[config.mk]
export PLATFORM = sky130hd
export DESIGN_NAME = k_transaction_max_profit_unit
export DESIGN_NICKNAME = d
export VERILOG_FILES = /design/src/sv/kmp_pkg.sv /design/src/sv/kmp_ram.sv /design/src/sv/k_transaction_max_profit_unit.sv
export SDC_FILE = /design/constraint.sdc
export NUM_CORES = 2
export LEC_CHECK = 0
export BUFFER_PORTS_ARGS = -buffer_cell sky130_fd_sc_hd__buf_2
export CAP_MARGIN = 25
export CORE_UTILIZATION = 45
export DETAILED_ROUTE_END_ITERATION = 6
export HOLD_SLACK_MARGIN = 0.05
export PLACE_DENSITY = 0.64
export SKIP_LAST_GASP = 1
export SYNTH_ARGS = -nofsm -noshare
export SYNTH_HDL_FRONTEND = slang
export SYNTH_HIERARCHICAL = 1
export SYNTH_SLANG_ARGS = --single-unit
[constraint.sdc]
create_clock -name i_clk -period 9.65 [get_ports i_clk]
set_clock_uncertainty 0.05 [all_clocks]
set_input_delay 1.93 -clock i_clk [delete_from_list [all_inputs] [get_ports i_clk]]
set_output_delay 1.93 -clock i_clk [all_outputs]
set_load 0.05 [all_outputs]
[src/sv/kmp_pkg.sv]
// Shared constants and types for the k-transaction max profit unit.
package kmp_pkg;

    localparam int MAX_TRANS  = 16;
    localparam int PRICE_BITS = 16;
    localparam int CFG_W      = 5;
    localparam int CNT_W      = $clog2(MAX_TRANS + 1);
    localparam int IDX_W      = (MAX_TRANS > 1) ? $clog2(MAX_TRANS) : 1;
    localparam int HOLD_W     = 34;
    localparam int DONE_W     = 33;
    localparam int ENTRY_W    = HOLD_W + DONE_W;
    localparam int PROFIT_W   = 32;

    typedef logic [PRICE_BITS-1:0] t_price;
    typedef logic [CFG_W-1:0]      t_cfg;
    typedef logic [PROFIT_W-1:0]   t_profit;

    localparam logic signed [HOLD_W-1:0] HOLD_NONE = {1'b1, {(HOLD_W-1){1'b0}}};
    localparam logic signed [HOLD_W-1:0] PROFIT_MAX =
        {{(HOLD_W-PROFIT_W){1'b0}}, {PROFIT_W{1'b1}}};
    localparam logic [DONE_W-1:0] DONE_CAP = {1'b1, {(DONE_W-1){1'b0}}};

endpackage

[src/sv/kmp_ram.sv]
// Generic single-port-write, single-port-read RAM with registered read data.
module kmp_ram #(
    parameter int WIDTH = 8,
    parameter int DEPTH = 16
) (
    input  logic                             i_clk,
    input  logic                             i_we,
    input  logic [$clog2(DEPTH)-1:0]         i_waddr,
    input  logic [WIDTH-1:0]                 i_wdata,
    input  logic [$clog2(DEPTH)-1:0]         i_raddr,
    output logic [WIDTH-1:0]                 o_rdata
);

    logic [WIDTH-1:0] r_mem [DEPTH];

    always_ff @(posedge i_clk) begin
        if (i_we) begin
            r_mem[i_waddr] <= i_wdata;
        end
        o_rdata <= r_mem[i_raddr];
    end

endmodule

[src/sv/k_transaction_max_profit_unit.sv]
// Top level of the k-transaction max profit unit.
//
// Input channel (i_valid / o_ready): one price beat per day, i_last marks
// the final day of a sequence. Output channel (o_valid / i_ready): one
// result beat per sequence, given on the last price only: the best profit
// with at most K buy-then-sell transactions, clamped to 32 bits, and a
// saturation flag. K comes from i_cfg_data on i_cfg_we (clamped to 16).
//
// Each price passes through an accept state, one read-modify-write of the
// per-count state RAM per transaction count, and a finishing state. The
// counts are worked in turn: count t depends on count t-1, and the RAM's
// read data is registered. A result is registered in the finishing state
// after the last count of a last beat, once the output register is free.
//
// Reset (synchronous, active low) sets K to 1, drops the output beat and
// marks every RAM entry invalid; invalid entries read as "no holding" and
// zero profit, so no clearing pass is needed. The same valid bits are
// dropped after each last beat. A stalled result sits in the output
// register; the next price is still taken, and its own last beat waits in
// the finishing state until the output register frees up.
module k_transaction_max_profit_unit (
    input  logic                  i_clk,
    input  logic                  i_rst_n,
    input  logic                  i_cfg_we,
    input  kmp_pkg::t_cfg         i_cfg_data,
    input  logic                  i_valid,
    output logic                  o_ready,
    input  kmp_pkg::t_price       i_price,
    input  logic                  i_last,
    output logic                  o_valid,
    input  logic                  i_ready,
    output kmp_pkg::t_profit      o_max_profit,
    output logic                  o_saturated
);

    import kmp_pkg::*;

    typedef enum logic [1:0] {
        ST_IDLE,
        ST_RUN,
        ST_DONE
    } t_state;

    t_state              r_state;
    t_cfg                r_k_cfg;
    logic [CNT_W-1:0]    r_k;
    logic [IDX_W-1:0]    r_t;
    t_price              r_price;
    logic                r_last;
    logic [DONE_W-1:0]   r_prev;      // done[t-1] of the current price
    logic [MAX_TRANS-1:0] r_vld;      // entry written since last clear
    logic                r_rd_vld;
    logic                r_ovf;

    logic [IDX_W-1:0]    raddr;
    logic [ENTRY_W-1:0]  rdata;
    logic [ENTRY_W-1:0]  wdata;
    logic                we;

    logic [CNT_W-1:0]    k_eff;
    logic                in_acc;
    logic                out_free;
    logic                last_step;

    logic signed [HOLD_W-1:0] hold_rd, done_rd, price_x, prev_x;
    logic signed [HOLD_W-1:0] hold_p, buy, hold_new, best_a, best_new;
    logic                     cap;
    logic [DONE_W-1:0]        done_new;

    assign k_eff = (r_k_cfg > CFG_W'(MAX_TRANS)) ? CNT_W'(MAX_TRANS) : CNT_W'(r_k_cfg);
    assign in_acc   = i_valid && o_ready;
    assign out_free = !o_valid || i_ready;
    assign last_step = ({1'b0, r_t} == CNT_W'(r_k - CNT_W'(1)));

    // RAM entry: {hold_balance, done_profit}
    assign raddr = (r_state == ST_IDLE) ? '0 : IDX_W'(r_t + IDX_W'(1));

    // Per-count update, rewritten so both adds run in parallel:
    //   hold = max(hold, prev - p), done = max(done, hold_old + p, prev)
    assign hold_rd = r_rd_vld ? $signed(rdata[ENTRY_W-1:DONE_W]) : HOLD_NONE;
    assign done_rd = r_rd_vld ? $signed({1'b0, rdata[DONE_W-1:0]}) : '0;
    assign price_x = $signed({{(HOLD_W-PRICE_BITS){1'b0}}, r_price});
    assign prev_x  = $signed({1'b0, r_prev});
    assign hold_p  = hold_rd + price_x;
    assign buy     = prev_x - price_x;
    assign hold_new = (buy > hold_rd) ? buy : hold_rd;
    assign best_a   = (hold_p > prev_x) ? hold_p : prev_x;
    assign best_new = (best_a > done_rd) ? best_a : done_rd;
    assign cap      = best_new > PROFIT_MAX;
    assign done_new = cap ? DONE_CAP : best_new[DONE_W-1:0];

    assign we    = (r_state == ST_RUN);
    assign wdata = {hold_new, done_new};

    kmp_ram #(
        .WIDTH (ENTRY_W),
        .DEPTH (MAX_TRANS)
    ) u_ram (
        .i_clk   (i_clk),
        .i_we    (we),
        .i_waddr (r_t),
        .i_wdata (wdata),
        .i_raddr (raddr),
        .o_rdata (rdata)
    );

    assign o_ready = (r_state == ST_IDLE);

    always_ff @(posedge i_clk) begin
        if (!i_rst_n) begin
            r_state  <= ST_IDLE;
            r_k_cfg  <= CFG_W'(1);
            r_vld    <= '0;
            r_rd_vld <= 1'b0;
            r_ovf    <= 1'b0;
            o_valid  <= 1'b0;
        end else begin
            if (i_cfg_we) begin
                r_k_cfg <= i_cfg_data;
            end
            if (o_valid && i_ready) begin
                o_valid <= 1'b0;
            end
            r_rd_vld <= r_vld[raddr];

            unique case (r_state)
                ST_IDLE: begin
                    if (in_acc) begin
                        r_price <= i_price;
                        r_last  <= i_last;
                        r_k     <= k_eff;
                        r_t     <= '0;
                        r_prev  <= '0;
                        r_state <= (k_eff == '0) ? ST_DONE : ST_RUN;
                    end
                end
                ST_RUN: begin
                    r_vld[r_t] <= 1'b1;
                    r_prev     <= done_new;
                    if (cap) begin
                        r_ovf <= 1'b1;
                    end
                    if (last_step) begin
                        r_state <= ST_DONE;
                    end else begin
                        r_t <= IDX_W'(r_t + IDX_W'(1));
                    end
                end
                ST_DONE: begin
                    if (!r_last) begin
                        r_state <= ST_IDLE;
                    end else if (out_free) begin
                        // r_prev is done[K-1], or zero when K is zero
                        o_valid      <= 1'b1;
                        o_max_profit <= r_prev[DONE_W-1] ? {PROFIT_W{1'b1}}
                                                         : r_prev[PROFIT_W-1:0];
                        o_saturated  <= r_ovf || r_prev[DONE_W-1];
                        r_vld        <= '0;
                        r_ovf        <= 1'b0;
                        r_state      <= ST_IDLE;
                    end
                end
                default: begin
                    r_state <= ST_IDLE;
                end
            endcase
        end
    end

endmodule

==> results.toml <==
[worst_setup_path]
critical-path-slowest-cell = "or4_1"
cpPeakStageDelay_ns = 0.61
regToRegSetupSlack_ns = 0.60
r2r_end = "u_ram/r_mem[0][14]"
arrival_ns = 9.48
r2r_start = "r_rd_vld"
crit_path_end_kind = "flop"
worstRegToRegCells = 32
critical_path_class = "flop to flop"
crit_start = "r_rd_vld"
worstPathRequired_ns = 10.07
endpoint = "u_ram/r_mem[0][14]"
critical_path.max_fanout = 48
worstSetupStartpointType = "flop"
cp_common_cell = "ha_1"

[clock_tree]
clock_sinks = 1257
h-tree-depth = 4
clock_path_buffers = 3
cts-root-buf = "clkbuf_16"
cts-buffers-inserted = 133
cts_tree = "built"
clk_pin_slew_ns = 0.06
insertion_delay_ns = 0.76

[routing]
drtIter0Drc = 2815
via_count = 29254
drc = 0
firstDrtPassIters = 6
ant_nets = 0
viasPerCell = 6.02
wl_um = 133000
wire_per_inst_um = 27.3

[floorplan]
initial_utilization_pct = 45.5
ios = 62
dieArea_um2 = 119000
core_um2 = 116000
rows = 125
die_w_um = 345
die_y_um = 345

[synthesis]
synthCells = 3104
synthFlopType = "edfxtp_1"
seq_area_frac_synth_pct = 69.7
synthesis.nets = 3258
yosysMostFrequentCell = "edfxtp_1"
synth-edff-count = 1164
ys_ff_latch = 1257
ys_types = 78
yosys-top-cells-area = "edfxtp_1, mux4_2, dfxtp_1"
synthArstFlopShare_pct = 0
yosysTopAreaCell = "edfxtp_1"
synth_top_area_share_pct = 66.2
synth_area_per_cell_um2 = 17.0
synth_common_cells = "edfxtp_1, mux4_2, nand2_1"
ys.warnings.count = 6
netlist_area_um2 = 52800

[layout]
area_delta_synth_final_pct = 13.0
final_cells = 4863
drive_above_1_share_pct = 21.6
nets = 3381

[hold_path]
hold_path.startpoint = "r_vld[10]"
hold_path.class = "flop to flop"

[sta]
tightest_slew_ns = 1.04
fmax_ghz = 0.110
min_period_ns = 9.05
drv_slew = 0
finalHoldViolCount = 0
tns_ns = 0
setup_viol = 0
rsz0062_at_grt = "no"
slew_headroom_pct = 30.6
timing.final.crit_share_pct = 93.8

[grt]
grt_remaining_overflow = 0
antenna_found_initial = 6
grtUsageTotal_pct = 22.6
grt_max_degree = 116
met2_usage_pct = 36.0
use_met1_pct = 32.4
grt-busiest-layer = "met2"
grt_pass1_vias = 28503
grt_pass1_wl_um = 194000
grtUsageMet3_pct = 3.86

[job]
maxCapViolations = 0

[power_and_ir_drop]
p_per_area_nw_per_um2 = 217
leakagePower_nw = 19.7
ir_worst_vdd_v = 0.000169

[placement]
dpl.hpwl_um = 78600
gp_congestion = 0.961
numPlacedInstances = 4612
portBuffers = 61

[run_status]
status = "complete, no violations"
## worst max-delay path: cells and delay by family (launching register included)
| kind | cells | cell delay [ns] |
|---|---|---|
| compound gates | 9 | 2.44 |
| simple gates | 11 | 2.87 |
| buf+inv | 5 | 0.89 |
| fa+ha+maj | 4 | 1.19 |
| flops | 1 | 0.51 |
| xor+xnor | 1 | 0.17 |
| mux | 2 | 0.62 |
## layout by cell type, fill, tap and decap left out, drive strengths merged, types with 21 or more instances in the layout
cell type,n
mux2,38
mux4,268
xnor2,53
dfxtp,93
edfxtp,1164
clkbuf,192
and2,25
buf,142
inv,94
nor2,144
o21ai,47
nor2b,21
a21o,48
clkinv,41
nand4,26
ha,125
nor3,64
a31oi,36
a22oi,135
nand3,41
nand2,219
a21oi,104
## registers in the layout, summed over array words and instances, names as in the netlist
signal         flops
u_ram/r_mem     1072
u_ram/o_rdata     67
r_prev            33
o_max_profit      32
r_price           16
r_vld             16
r_k                5
r_k_cfg            5
r_t                4
r_state            2
o_saturated        1
o_valid            1
r_last             1
r_ovf              1
r_rd_vld           1
## timing repair
action,in CTS,in global routing
hold buffers,0,0
resized for setup,0,32
endpoints found under the setup margin,0,449
buffers inserted,0,0
## metal layers
layer | share of wire, % | vias to the layer above
li1 | - | 12669
met1 | 43 | 15269
met2 | 48 | 1131
met3 | 7.5 | 181
met4 | 2.1 | 4
met5 | 0.020 | -
## worst min-delay path by stage
| stage | end | slack, ns | cells after the start |
|---|---|---|---|
| floorplan | r_vld[14] | 0.38 | 2 |
| global placement | r_vld[4] | 0.39 | 2 |
| detailed placement | r_vld[6] | 0.41 | 2 |
| CTS | r_vld[6] | 0.43 | 2 |
| global route | r_vld[9] | 0.44 | 2 |
| finish | r_vld[10] | 0.42 | 2 |
## power by group
part / switching (W) / total (W) / leakage (nW) / internal, W
Combinational: 0.000962 / 0.00148 / 6.15 / 0.000519
Clock: 0.00211 / 0.00504 / 2.13 / 0.00294
Sequential: 0.000115 / 0.00644 / 11.4 / 0.00632
## layout make-up
| cell class | instances | area [um2] |
|---|---|---|
| inverters | 92 | 353 |
| repair buffers | 142 | 1000 |
| clock buffers | 192 | 3770 |
| diodes | 2 | 5.00 |
| clock inverters | 53 | 603 |
| fillers | 9309 | 56500 |
| flip-flops and latches | 1257 | 36800 |
| well taps | 1524 | 1910 |
| multi-input cells | 1601 | 15200 |
## per-stage QoR
step           area, um2  util (%)  setup WS [ns]  hold WS [ns]  power [W]
6_report           59700      51.4          0.596         0.418     0.0130
4_1_cts            59500      51.2          0.236         0.425     0.0130
5_1_grt            59700      51.4         0.0787         0.440     0.0134
3_5_place_dp       55200      47.5          0.264         0.408    0.00801
2_1_floorplan      52800         -         0.0806         0.378    0.00750
3_3_place_gp       55100      47.4          0.455         0.395    0.00799
## kinds of logic (layout without fill, tap and decap cells)
logic type | after synthesis | in the layout | share of synthesized area [%]
DFF | 1257 | 1257 | 69.7
and+or+nand+nor | 624 | 624 | 5.55
AOI/OAI and AO/OA | 468 | 468 | 6.01
muxes | 319 | 319 | 12.6
buffers and inverters | 246 | 479 | 2.10
adders and majority gates | 129 | 129 | 3.07
xor gates and xnor gates | 61 | 61 | 1.01
other | 0 | 2 | 0
No activity file was read; power rests on OpenSTA's default activity.
